**config.mk**
```make
export PLATFORM = sky130hd
export DESIGN_NAME = mrdp_mac
export DESIGN_NICKNAME = d
export VERILOG_FILES = /design/src/mrdp_pkg.sv /design/src/mrdp_mac.sv
export SDC_FILE = /design/constraint.sdc
export NUM_CORES = 1
export LEC_CHECK = 0
export ABC_CLOCK_PERIOD_IN_PS = 5650
export BUFFER_PORTS_ARGS = -buffer_cell sky130_fd_sc_hd__buf_2
export CELL_PAD_IN_SITES_DETAIL_PLACEMENT = 1
export CELL_PAD_IN_SITES_GLOBAL_PLACEMENT = 1
export CORE_MARGIN = 3
export CORE_UTILIZATION = 42
export DETAILED_ROUTE_END_ITERATION = 7
export PLACE_DENSITY = 0.71
export SLEW_MARGIN = 15
export SYNTH_ARGS = -nofsm -noshare
export SYNTH_HDL_FRONTEND = slang
export SYNTH_SLANG_ARGS = --single-unit
```
**constraint.sdc**
```tcl
create_clock -name aclk -period 5.65 [get_ports aclk]
set_input_delay 0 -clock aclk [delete_from_list [all_inputs] [get_ports aclk]]
set_output_delay 0 -clock aclk [all_outputs]
set_load 0.02 [all_outputs]
```
**src/mrdp_pkg.sv**
```systemverilog
package mrdp_pkg;

    // field widths of the stream and configuration payloads
    localparam int MODE_W   = 2;
    localparam int INDEX_W  = 9;
    localparam int VALUE_W  = 16;
    localparam int DOT_W    = 38;
    localparam int ROWF_W   = 3;
    localparam int ROWCFG_W = 4;
    localparam int LENCFG_W = 7;
    localparam int CFGIDX_W = 2;
    localparam int CFGDAT_W = 7;
    localparam int S_DATA_W = 32;
    localparam int S_USER_W = MODE_W;
    localparam int M_DATA_W = 48;
    localparam int M_PAD_W  = M_DATA_W - DOT_W - 2 * ROWF_W;

    // defaults handed to the top level parameters
    localparam int DEF_MAX_ROWS   = 8;
    localparam int DEF_MAX_LEN    = 64;
    localparam int DEF_DATA_WIDTH = 16;

    // configuration reset values
    localparam logic [ROWCFG_W-1:0] RST_ROWS_FIRST  = ROWCFG_W'(8);
    localparam logic [ROWCFG_W-1:0] RST_ROWS_SECOND = ROWCFG_W'(8);
    localparam logic [LENCFG_W-1:0] RST_VEC_LEN     = LENCFG_W'(64);

    typedef enum logic [MODE_W-1:0] {
        MODE_LOAD_FIRST  = 2'd0,
        MODE_LOAD_SECOND = 2'd1,
        MODE_COMPUTE     = 2'd2
    } mode_t;

    typedef enum logic [CFGIDX_W-1:0] {
        CFG_ROWS_FIRST    = 2'd0,
        CFG_ROWS_SECOND   = 2'd1,
        CFG_VECTOR_LENGTH = 2'd2
    } cfg_idx_t;

    typedef enum logic [3:0] {
        ST_IDLE  = 4'b0001,
        ST_ISSUE = 4'b0010,
        ST_WAIT  = 4'b0100,
        ST_PUT   = 4'b1000
    } state_t;

    // control that travels alongside one operand pair
    typedef struct packed {
        logic vld;
        logic first;
        logic last;
    } mac_ctrl_t;

    // width of a counter or address over n values, never below one bit
    function automatic int idx_width(input int n);
        return (n > 1) ? $clog2(n) : 1;
    endfunction

    // zero counts as one, large counts saturate
    function automatic int unsigned clamp_cnt(input int unsigned v, input int unsigned hi);
        if (v == 0) begin
            return 1;
        end
        if (v > hi) begin
            return hi;
        end
        return v;
    endfunction

endpackage

```
**src/mrdp_mac.sv**
```systemverilog
module mrdp_mac import mrdp_pkg::*; #(
    parameter int DW = DEF_DATA_WIDTH
) (
    input  logic                 aclk,
    input  logic                 aresetn,
    input  mac_ctrl_t            ctrl_in,
    input  logic signed [DW-1:0] a,
    input  logic signed [DW-1:0] b,
    output logic [DOT_W-1:0]     acc,
    output logic                 done
);

    logic signed [2*DW-1:0] prod_reg;
    mac_ctrl_t              ctrl_reg;
    logic [DOT_W-1:0]       acc_reg, acc_next;
    logic [DOT_W-1:0]       prod_ext;
    logic                   done_reg;

    // low bits of the sign-extended product are enough for a modular sum
    assign prod_ext = DOT_W'(prod_reg);
    assign acc_next = ctrl_reg.first ? prod_ext : acc_reg + prod_ext;

    always_ff @(posedge aclk) begin
        prod_reg <= a * b;
        if (ctrl_reg.vld) begin
            acc_reg <= acc_next;
        end
    end

    always_ff @(posedge aclk) begin
        if (!aresetn) begin
            ctrl_reg <= '0;
            done_reg <= 1'b0;
        end else begin
            ctrl_reg <= ctrl_in;
            done_reg <= ctrl_reg.vld && ctrl_reg.last;
        end
    end

    assign acc  = acc_reg;
    assign done = done_reg;

endmodule

```
# Word level (Yosys, flattened, before mapping)
# Cells that the tools add are included.
dict set report op_classes {
  mux 1
  reduce_logical 1
  add_sub_neg 1
  mul 1
}
# op n
set op_table {}
lappend op_table {{$add 38x38->38} 1}
lappend op_table {{$mux 38} 1}
lappend op_table {{$mul 16x16->32} 1}
lappend op_table {{$logic_and 1x1->1} 1}
dict set report word_totals {
  output_inout_bits 39
  reg_bits 74
  wordCells 10
}

# Logic depth before layout (Yosys ltp)
# Gate-level depths: netlist (run 1).
dict set report logic_depth {
  word_depth 2
  mapped_depth 22
}

# Least setup slack after synthesis (run 1)
# Ideal clock, no wire load.
dict set report synth_timing {
  path_type {input to register}
  from {input b[1]}
  to {register prod_reg[30]}
  path_slack_ns 0.340
  arrival_time_ns 5.187
  n_path_buf 1
  t_required_ns 5.527
  cell_stages 20
  cell_sequence {clkbuf_1 -> nand2_1 -> inv_1 -> fa_1 -> fa_1 -> fa_1 -> fa_1 -> fa_1 -> inv_1 -> fa_1 -> inv_1 -> ha_1 -> a21o_1 -> a21o_1 -> a21oi_1 -> nand2b_1 -> a2111oi_0 -> a221oi_1 -> a21oi_1 -> xor2_1}
}
dict set report synth_via {
  elab_chain_len 1
}
# element line
set synth_lines {}
lappend synth_lines {{from (decl)} mrdp_mac.sv:8} ;# input logic signed [DW-1:0] b,
lappend synth_lines {{$mul 16x16->32} mrdp_mac.sv:24} ;# prod_reg <= a * b;
lappend synth_lines {{to (signal assigned)} mrdp_mac.sv:24}
lappend synth_lines {{to (decl)} mrdp_mac.sv:13} ;# logic signed [2*DW-1:0] prod_reg;
# Every way passes these cells.
# A chain may end at the register's enable or synchronous reset.

# Worst setup path in the final report (run 1)
dict set report layout_timing {
  from {input a[9]}
  to {register prod_reg[24]}
}
dict set report layout_via {
  elab_chain_len 1
}
# element line
set layout_lines {}
lappend layout_lines {{from (decl)} mrdp_mac.sv:7} ;# input logic signed [DW-1:0] a,
lappend layout_lines {{$mul 16x16->32} mrdp_mac.sv:24}
# Every way passes these cells.

==> results of run 1 <==
## cells by family after synthesis
logic type / after synthesis / synth area share
XOR/XNOR: 56 / 0.03444
buffers and inverters: 355 / 0.09391
adder cells (fa/ha/maj): 382 / 0.4742
multiplexers: 4 / 0.002987
AO/OA/AOI/OAI: 223 / 0.1075
flip-flops: 74 / 0.1307
AND/OR/NAND/NOR: 437 / 0.1562
## through the flow
| step | instance area, um2 | instances |
|---|---|---|
| after detailed placement | 15190 | 2025 |
| final | 15570 | 2049 |
| after CTS | 15560 | 2048 |
| after global placement | 15190 | 2025 |
| after floorplan | 14240 | 1531 |
| after global routing | 15570 | 2049 |
## cell type report
class	count	area [um2]	share of cell area
Multi-Input combinational cell	1102	11040	0.7092
Sequential cell	74	1864	0.1197
Inverter	304	1141	0.07328
Timing Repair Buffer	111	663.1	0.04258
Tap cell	442	553.0	0.03551
Clock buffer	9	225.2	0.01446
Clock inverter	7	81.33	0.005223
## routing by layer
layer  vias up  track usage  routed length, um
met5         -            0                  0
met4         0      0.03613                503
met3        35      0.02322               1285
met2       169       0.3565              17260
met1      5353       0.2979              17780
li1       4999            -                  -
## layout by cell type (no fill, tap or decap), types with 11 or more instances in the layout
master / netlist / routed
fa_1: 263 / 263
nor3_1: 13 / 13
xnor2_1: 37 / 37
buf_2: 2 / 75
a21o_1: 26 / 26
a21oi_1: 50 / 50
and3_1: 11 / 11
nand3_1: 23 / 23
and2_1: 132 / 132
edfxtp_1: 38 / 38
buf_4: 0 / 29
xor2_1: 19 / 19
nor2_1: 35 / 35
nand2b_1: 12 / 12
nand2_1: 170 / 170
dfxtp_1: 36 / 34
inv_1: 304 / 304
ha_1: 119 / 119
o21ai_0: 44 / 44
## critical path, delay by kind of cell
family	cells	cell delay, ns
buf+inv	2	0.34
compound gates	8	1.69
fa+ha+maj	7	3.35
simple gates	1	0.14
## final timing paths
path                  end        start  slack, ns  cells past startpoint
max          prod_reg[24]         a[9]       0.35                     18
min           prod_reg[0]         b[0]       0.12                      2
max reg2reg       acc[32]       acc[0]       2.21                     11
min reg2reg          done  ctrl_reg[0]       0.48                      1
## what timing repair did
| item | in CTS | in global routing |
|---|---|---|
| gates resized for setup | 0 | 1 |
| buffers inserted | 0 | 1 |
| endpoints found under the setup margin | 0 | 3 |
| hold buffers | 7 | 0 |
| hold endpoints to repair | 4 | 0 |
==> impl_metrics.csv, run 1 <==
group,metric,value,unit
floorplan,start_util,0.4323,
routing,drt_first_pass_iters,4,
final_layout,final_core_util,0.4726,
routing,vias_per_cell,5.152,
logic_synthesis,synth_area_leader_cell,"fa_1",
worst_setup_path,critPathMaxFanout,16,
worst_setup_path,crit_path_start_kind,"input port",
worst_setup_path,cp_cell_sequence,"buf_2 -> nand2_1 -> fa_1 -> fa_1 -> fa_1 -> fa_1 -> inv_1 -> fa_1 -> fa_1 -> ha_1 -> a21o_1 -> a21oi_1 -> o21ai_0 -> a22oi_4 -> o221ai_2 -> a21o_1 -> a2111o_1 -> o311ai_1",
final_layout,fill_cells,3829,
floorplan,rows,66,
sta,clock_skew,0.006387,ns
routing,wl_per_cell,17.97,um
worst_setup_path,critPathKind,"in2reg",
worst_setup_path,endpoint_kind,"flop",
grt,grt_max_degree,75,
place,place_ws,-0.1007,ns
worst_setup_path,cp_common_cell,"fa_1",
grt,grt_overflow,0,
worst_setup_path,cp_slowest_cell,"fa_1",
grt,grtUsageTotal,0.2107,
sta,setup_ws,0.3492,ns
floorplan,core_area,0.03295,mm2
logic_synthesis,ys_warn_count,0,
worst_setup_path,max_stage_delay,0.57,ns
clock_network,cts.reportedPaths.clkPinSlew,0.06,ns
sta,worst_pin_slew,1.047,ns
routing,vias,10556,
final_layout,antennaDiodeCount,0,
min_path,hold_path.class,"in2reg",
worst_setup_path,cp.required,5.89,ns
logic_synthesis,synth_most_common_cell,"inv_1",
routing,wl,36.83,mm
clock_network,cts_tree,"built",
sta,hold_slack,0.1205,ns
place,hpwl,31.53,mm
clock_network,clock_sinks,74,
sta,hold_viol,0,
logic_synthesis,ys_top_cells_by_count,"304 x inv_1, 263 x fa_1, 170 x nand2_1",
sta,period_share,0.9382,
worst_setup_path,arrival,5.54,ns
logic_synthesis,synth-seq-cells,74,
sta,max_freq,188.7,MHz
grt,antenna_found_initial,0,
clock_network,cts_max_level,3,
logic_synthesis,yosysSeqAreaShare,0.1307,
logic_synthesis,synthDistinctLibCells,75,
sta,setup_tns,0,ns
logic_synthesis,synthCells,1531,
logic_synthesis,netlist_top_cells_area,"fa_1 37%, ha_1 10%, edfxtp_1 8.0%",
routing,postRouteAntennaNets,0,
logic_synthesis,avgSynthCellArea,9.303,um2
sta,drv_slew,0,
final_layout,synthToLayoutAreaGrowth,9.338,%
sta,slew_headroom,0.3023,
floorplan,die_h,190.2,um
final_layout,largest_reg_flops,38,
floorplan,dieArea,0.03616,mm2
sta,fin_crit,5.301,ns
logic_synthesis,synth.cell_area,0.01424,mm2
place,port_buffers,75,
logic_synthesis,synth_top_area_frac,0.3697,
routing,drtIter0Drc,364,
sta,setup-violations-final,0,
outcome,outcome,"completed",
logic_synthesis,synth_edf_count,38,
clock_network,clk_latency,0.34,ns
clock_network,root_buffer,"clkbuf_16",
clock_network,clock_path_buffers,2,
logic_synthesis,syn-num-nets,1950,
grt,grt_pass1_vias,11719,
sta,rsz0062_at_grt,"no",
floorplan,die_width,190.2,um
logic_synthesis,async_flop_share,0,
final_layout,final_nets,2021,
floorplan,io_pins,76,
job,max_cap_violations,0,
final_layout,layout-drive-gt1-share,0.08712,
grt,grt_first_pass_wirelength,61.55,mm
logic_synthesis,ys.flop_type,"edfxtp_1",
clock_network,cts_buffers,9,
place,gp_congestion,0.8610,
routing,drc,0,
Power of run 1 is left out: the tool's default activity adds up to more than one toggle a clock period on the data nets, which glitch-free logic cannot reach.
==> run 2, diff against run 1 <==
Settings changed: BUFFER_PORTS_ARGS -buffer_cell sky130_fd_sc_hd__buf_2 to not set, DONT_BUFFER_PORTS set to 1, PLACE_DENSITY 0.71 to 0.69.
==> run 2 against run 1 <==
  * Worst setup slack gained 0.073 ns
  * Clock-buffer cell count unchanged
  * Sequential cell count unchanged
  * Clock skew grew 0.0038 ns
  * Maximum frequency rose by 1.4%
  * Final area fell by 3.5%
  * Die area did not move
  * Critical path depth rose by 1
  * Register-to-register slack barely moved
  * Wire length is 3.8% lower
  * Via count shrank 3.2%
  * Worst hold slack worse by 0.057 ns
  * Critical endpoint is now prod_reg[30]
==> impl_metrics.csv, run 2 (same netlist as run 1, synthesis figures left out) <==
group,metric,value,unit
outcome,outcome,"completed",
clock_network,cts_max_level,3,
clock_network,clk_latency,0.34,ns
grt,grt_overflow,0,
clock_network,clock_path_buffers,2,
min_path,min_path_cells,3,
clock_network,cts_resized,0,
worst_setup_path,r2r_slack,2.22,ns
floorplan,die_width,190.2,um
sta,slew_headroom,0.3235,
final_layout,fill_cells,3767,
worst_setup_path,r2r_start,"acc[0]",
final_layout,antennaDiodeCount,0,
routing,wl_per_cell,18.12,um
floorplan,dieArea,0.03616,mm2
final_layout,layout-drive-gt1-share,0.02844,
min_path,whs_endpoint,"prod_reg[2]",
floorplan,start_util,0.4323,
final_layout,largest_reg_flops,38,
grt,grt_first_pass_wirelength,59.23,mm
clock_network,cts_tree,"built",
worst_setup_path,critical-path-top-delay-family,"adder cells",
floorplan,die_h,190.2,um
sta,hold_viol,0,
routing,drt_first_pass_iters,5,
job,max_cap_violations,0,
clock_network,cts_setup_buffers,0,
min_path,hold_start,"a[2]",
floorplan,io_pins,76,
clock_network,clock_sinks,74,
sta,clock_skew,0.01019,ns
worst_setup_path,endpoint_kind,"flop",
final_layout,final_common_cell,"inv_1",
worst_setup_path,reg2regPathDepth,11,
worst_setup_path,cp.required,5.87,ns
floorplan,core_area,0.03295,mm2
sta,rsz0062_at_grt,"no",
worst_setup_path,critPathKind,"in2reg",
worst_setup_path,r2r-end,"acc[36]",
sta,worst_pin_slew,1.015,ns
sta,period_share,0.9253,
worst_setup_path,worst-path-buf-inv,3,
routing,drtIter0Drc,362,
routing,vias_per_cell,5.230,
grt,grtUsageTotal,0.2024,
clock_network,cts_buffers,9,
sta,setup-violations-final,0,
worst_setup_path,crit_path_start_kind,"input port",
final_layout,synthToLayoutAreaGrowth,5.561,%
routing,vias,10219,
clock_network,cts_hold_buf,9,
worst_setup_path,cp_common_cell,"fa_1",
worst_setup_path,cp_cell_sequence,"nand2_1 -> inv_1 -> fa_1 -> fa_1 -> fa_1 -> fa_1 -> fa_1 -> inv_1 -> fa_1 -> inv_1 -> ha_1 -> a21o_1 -> a21o_1 -> a21oi_1 -> nand2b_1 -> a2111oi_0 -> a221oi_1 -> a21oi_1 -> xor2_1",
routing,wl,35.41,mm
sta,drv_slew,0,
final_layout,final_nets,1926,
grt,grt_pass1_vias,11094,
floorplan,rows,66,
routing,postRouteAntennaNets,0,
sta,setup_tns,0,ns
sta,max_freq,191.3,MHz
place,gp_congestion,0.8456,
routing,drc,0,
place,hpwl,29.81,mm
clock_network,cts.reportedPaths.clkPinSlew,0.07,ns
worst_setup_path,cp_slowest_cell,"fa_1",
worst_setup_path,critPathMaxFanout,16,
place,port_buffers,0,
worst_setup_path,max_stage_delay,0.73,ns
grt,grt_max_degree,75,
min_path,hold_path.class,"in2reg",
final_layout,final_cell_mix,"304 x inv_1, 263 x fa_1, 170 x nand2_1",
sta,fin_crit,5.228,ns
clock_network,root_buffer,"clkbuf_16",
grt,antenna_found_initial,0,
worst_setup_path,arrival,5.45,ns
==> run 2: cell count changes in the layout (fill, tap and decap cells not counted) <==
cell,before,now
bufinv_16,1,0
dlygate4sd3_1,7,9
a2111oi_0,1,2
buf_4,29,7
a2111oi_1,1,0
buf_2,75,0
inv_8,1,2
inv_4,1,0
inv_6,3,4
==> run 2: worst min-delay path, cell delays in order <==
cell    delay, ns
and2_1       0.11
ha_1         0.13
ha_1         0.13
==> run 2: worst max path at each step <==
stage / from / endpoint / cells past startpoint
6_report: b[1] / prod_reg[30] / 19
5_1_grt: b[1] / prod_reg[30] / 19
4_1_cts: b[1] / prod_reg[30] / 19
3_5_place_dp: b[1] / prod_reg[30] / 19
3_3_place_gp: b[1] / prod_reg[30] / 19
2_1_floorplan: b[1] / prod_reg[30] / 20
==> run 2: per-stage QoR <==
step	utilization	setup slack, ns	hold WS, ns	cell area, um2	std cells
finish	0.4563	0.4219	0.06307	15030	1954
global route	0.4563	0.1236	0.08714	15030	1954
CTS	0.4563	0.4022	0.06088	15030	1954
detailed placement	0.4447	0.04171	0.1261	14650	1929
global placement	0.4447	0.2594	0.1323	14650	1929
floorplan	-	0.3397	0.1217	14240	1531
==> run 2: per-layer routing <==
layer	global-route usage	wire [um]
met3	0.02285	1555
met1	0.2931	17150
met2	0.3392	16500
met5	0	0
met4	0.02456	211
==> run 2: final cells by class <==
class	count	area [um2]	area share
inverters	304	1141	0.07590
flip-flops and latches	74	1864	0.1240
well taps	442	553.0	0.03678
multi-input cells	1102	11040	0.7345
clock buffers	9	225.2	0.01498
clock inverters	7	65.06	0.004328
repair buffers	16	142.6	0.009487
Power of run 2 is left out for the same reason.
==> run 3, diff against run 2 <==
Settings changed: RECOVER_POWER set to 50.
==> run 3 against run 2 <==
  * The run now ends with max-capacitance violations, max-slew violations left
  * First-iteration DRC count fell by 0.83%
  * Sequential share of layout area hardly changed
  * Worst hold slack got worse by 0.00063 ns
  * Non-clock buffer count is the same
  * Wire length hardly changed
  * Via count shrank 0.40%
  * Global-route usage did not move
  * Utilization about the same
  * Critical path depth stayed put
==> impl_metrics.csv, run 3 (same netlist as run 1, synthesis figures left out) <==
group,metric,value,unit
routing,wl_per_cell,18.12,um
final_layout,layout-drive-gt1-share,0.02778,
clock_network,cts_tree,"built",
floorplan,dieArea,0.03616,mm2
floorplan,core_area,0.03295,mm2
clock_network,clock_path_buffers,2,
clock_network,clk_latency,0.34,ns
clock_network,cts_resized,0,
min_path,hold_path.class,"in2reg",
worst_setup_path,cp.required,5.87,ns
job,max_cap_violations,1,
floorplan,start_util,0.4323,
sta,drv_slew,40,
clock_network,root_buffer,"clkbuf_16",
floorplan,die_width,190.2,um
routing,postRouteAntennaNets,0,
grt,grt_max_degree,75,
place,port_buffers,0,
outcome,outcome,"complete, but fails checks",
sta,setup_ws,0.4192,ns
clock_network,clock_sinks,74,
worst_setup_path,endpoint_kind,"flop",
final_layout,multi_input_area,0.01104,mm2
worst_setup_path,cp_cell_sequence,"nand2_1 -> inv_1 -> fa_1 -> fa_1 -> fa_1 -> fa_1 -> fa_1 -> inv_1 -> fa_1 -> inv_1 -> ha_1 -> a21o_1 -> a21o_1 -> a21oi_1 -> nand2b_1 -> a2111oi_0 -> a221oi_1 -> a21oi_1 -> xor2_1",
final_layout,final_common_cell,"inv_1",
final_layout,fill_cells,3765,
final_layout,synthToLayoutAreaGrowth,5.552,%
clock_network,cts_setup_buffers,0,
clock_network,cts_buffers,9,
grt,grt_first_pass_wirelength,59.23,mm
grt,grt_overflow,0,
sta,setup_tns,0,ns
grt,grt_pass1_vias,11094,
sta,hold_viol,0,
worst_setup_path,cp_common_cell,"fa_1",
routing,wl_met1,17.26,mm
floorplan,io_pins,76,
worst_setup_path,critPathMaxFanout,16,
worst_setup_path,max_stage_delay,0.73,ns
final_layout,seqCellArea,0.001863,mm2
sta,clock_skew,0.009903,ns
routing,drtIter0Drc,359,
floorplan,die_h,190.2,um
routing,vias_per_cell,5.209,
sta,slew_headroom,-0.2683,
worst_setup_path,cp_slowest_cell,"fa_1",
worst_setup_path,arrival,5.46,ns
routing,wl,35.41,mm
floorplan,rows,66,
sta,max_freq,191.2,MHz
clock_network,cts.reportedPaths.clkPinSlew,0.07,ns
routing,drt_first_pass_iters,5,
final_layout,final_nets,1926,
sta,period_share,0.9258,
routing,vias,10178,
sta,setup-violations-final,0,
place,place_ws,0.04171,ns
outcome,violations,"max-capacitance violations, max-slew violations",
final_layout,final_cell_mix,"304 x inv_1, 263 x fa_1, 170 x nand2_1",
worst_setup_path,critPathKind,"in2reg",
worst_setup_path,crit_path_start_kind,"input port",
routing,met2_length,16.54,mm
clock_network,cts_max_level,3,
sta,worst_pin_slew,1.900,ns
routing,drc,0,
routing,met3_wirelength,1.405,mm
final_layout,largest_reg_flops,38,
final_layout,antennaDiodeCount,0,
routing,top_layer_used,"met4",
sta,rsz0062_at_grt,"no",
sta,hold_slack,0.06244,ns
place,gp_congestion,0.8456,
grt,grtUsageTotal,0.2024,
grt,antenna_found_initial,0,
place,hpwl,29.81,mm
sta,fin_crit,5.231,ns
run 3: metal layers:
layer  track usage  vias to the layer above
met3       0.02285                       17
met1        0.2931                     5214
met2        0.3392                      137
li1              -                     4810
met5             0                        -
met4       0.02456                        0
run 3: area by class of cell:
class | instances | area share
well taps | 442 | 0.03679
multi-input cells | 1102 | 0.7346
clock inverters | 7 | 0.004328
repair buffers | 16 | 0.009488
flip-flops and latches | 74 | 0.1239
clock buffers | 9 | 0.01498
inverters | 304 | 0.07590
run 3: path summary, 6_finish.rpt:
path	cells after the start	start	slack, ns	to
hold reg to reg	1	ctrl_reg[0]	0.46	done
setup / recovery	19	b[1]	0.42	prod_reg[30]
hold / removal	3	a[2]	0.06	prod_reg[2]
setup reg to reg	11	acc[0]	2.21	acc[36]
run 3: metrics by stage:
step | cells | util | area [um2]
finish | 1954 | 0.4563 | 15030
global route | 1954 | 0.4563 | 15030
CTS | 1954 | 0.4563 | 15030
detailed placement | 1929 | 0.4447 | 14650
global placement | 1929 | 0.4447 | 14650
floorplan | 1531 | - | 14240
run 3: timing repair:
item	in CTS	in global routing
hold buffers	9	0
endpoints found under the hold margin	6	0
setup endpoints to repair	0	0
run 3: critical path, delay by kind of cell:
kind / cells / cell delay, ns
compound gates: 6 / 1.23
xor+xnor: 1 / 0.17
fa+ha+maj: 7 / 3.56
buf+inv: 3 / 0.19
simple gates: 2 / 0.30
Power of run 3 is left out for the same reason.
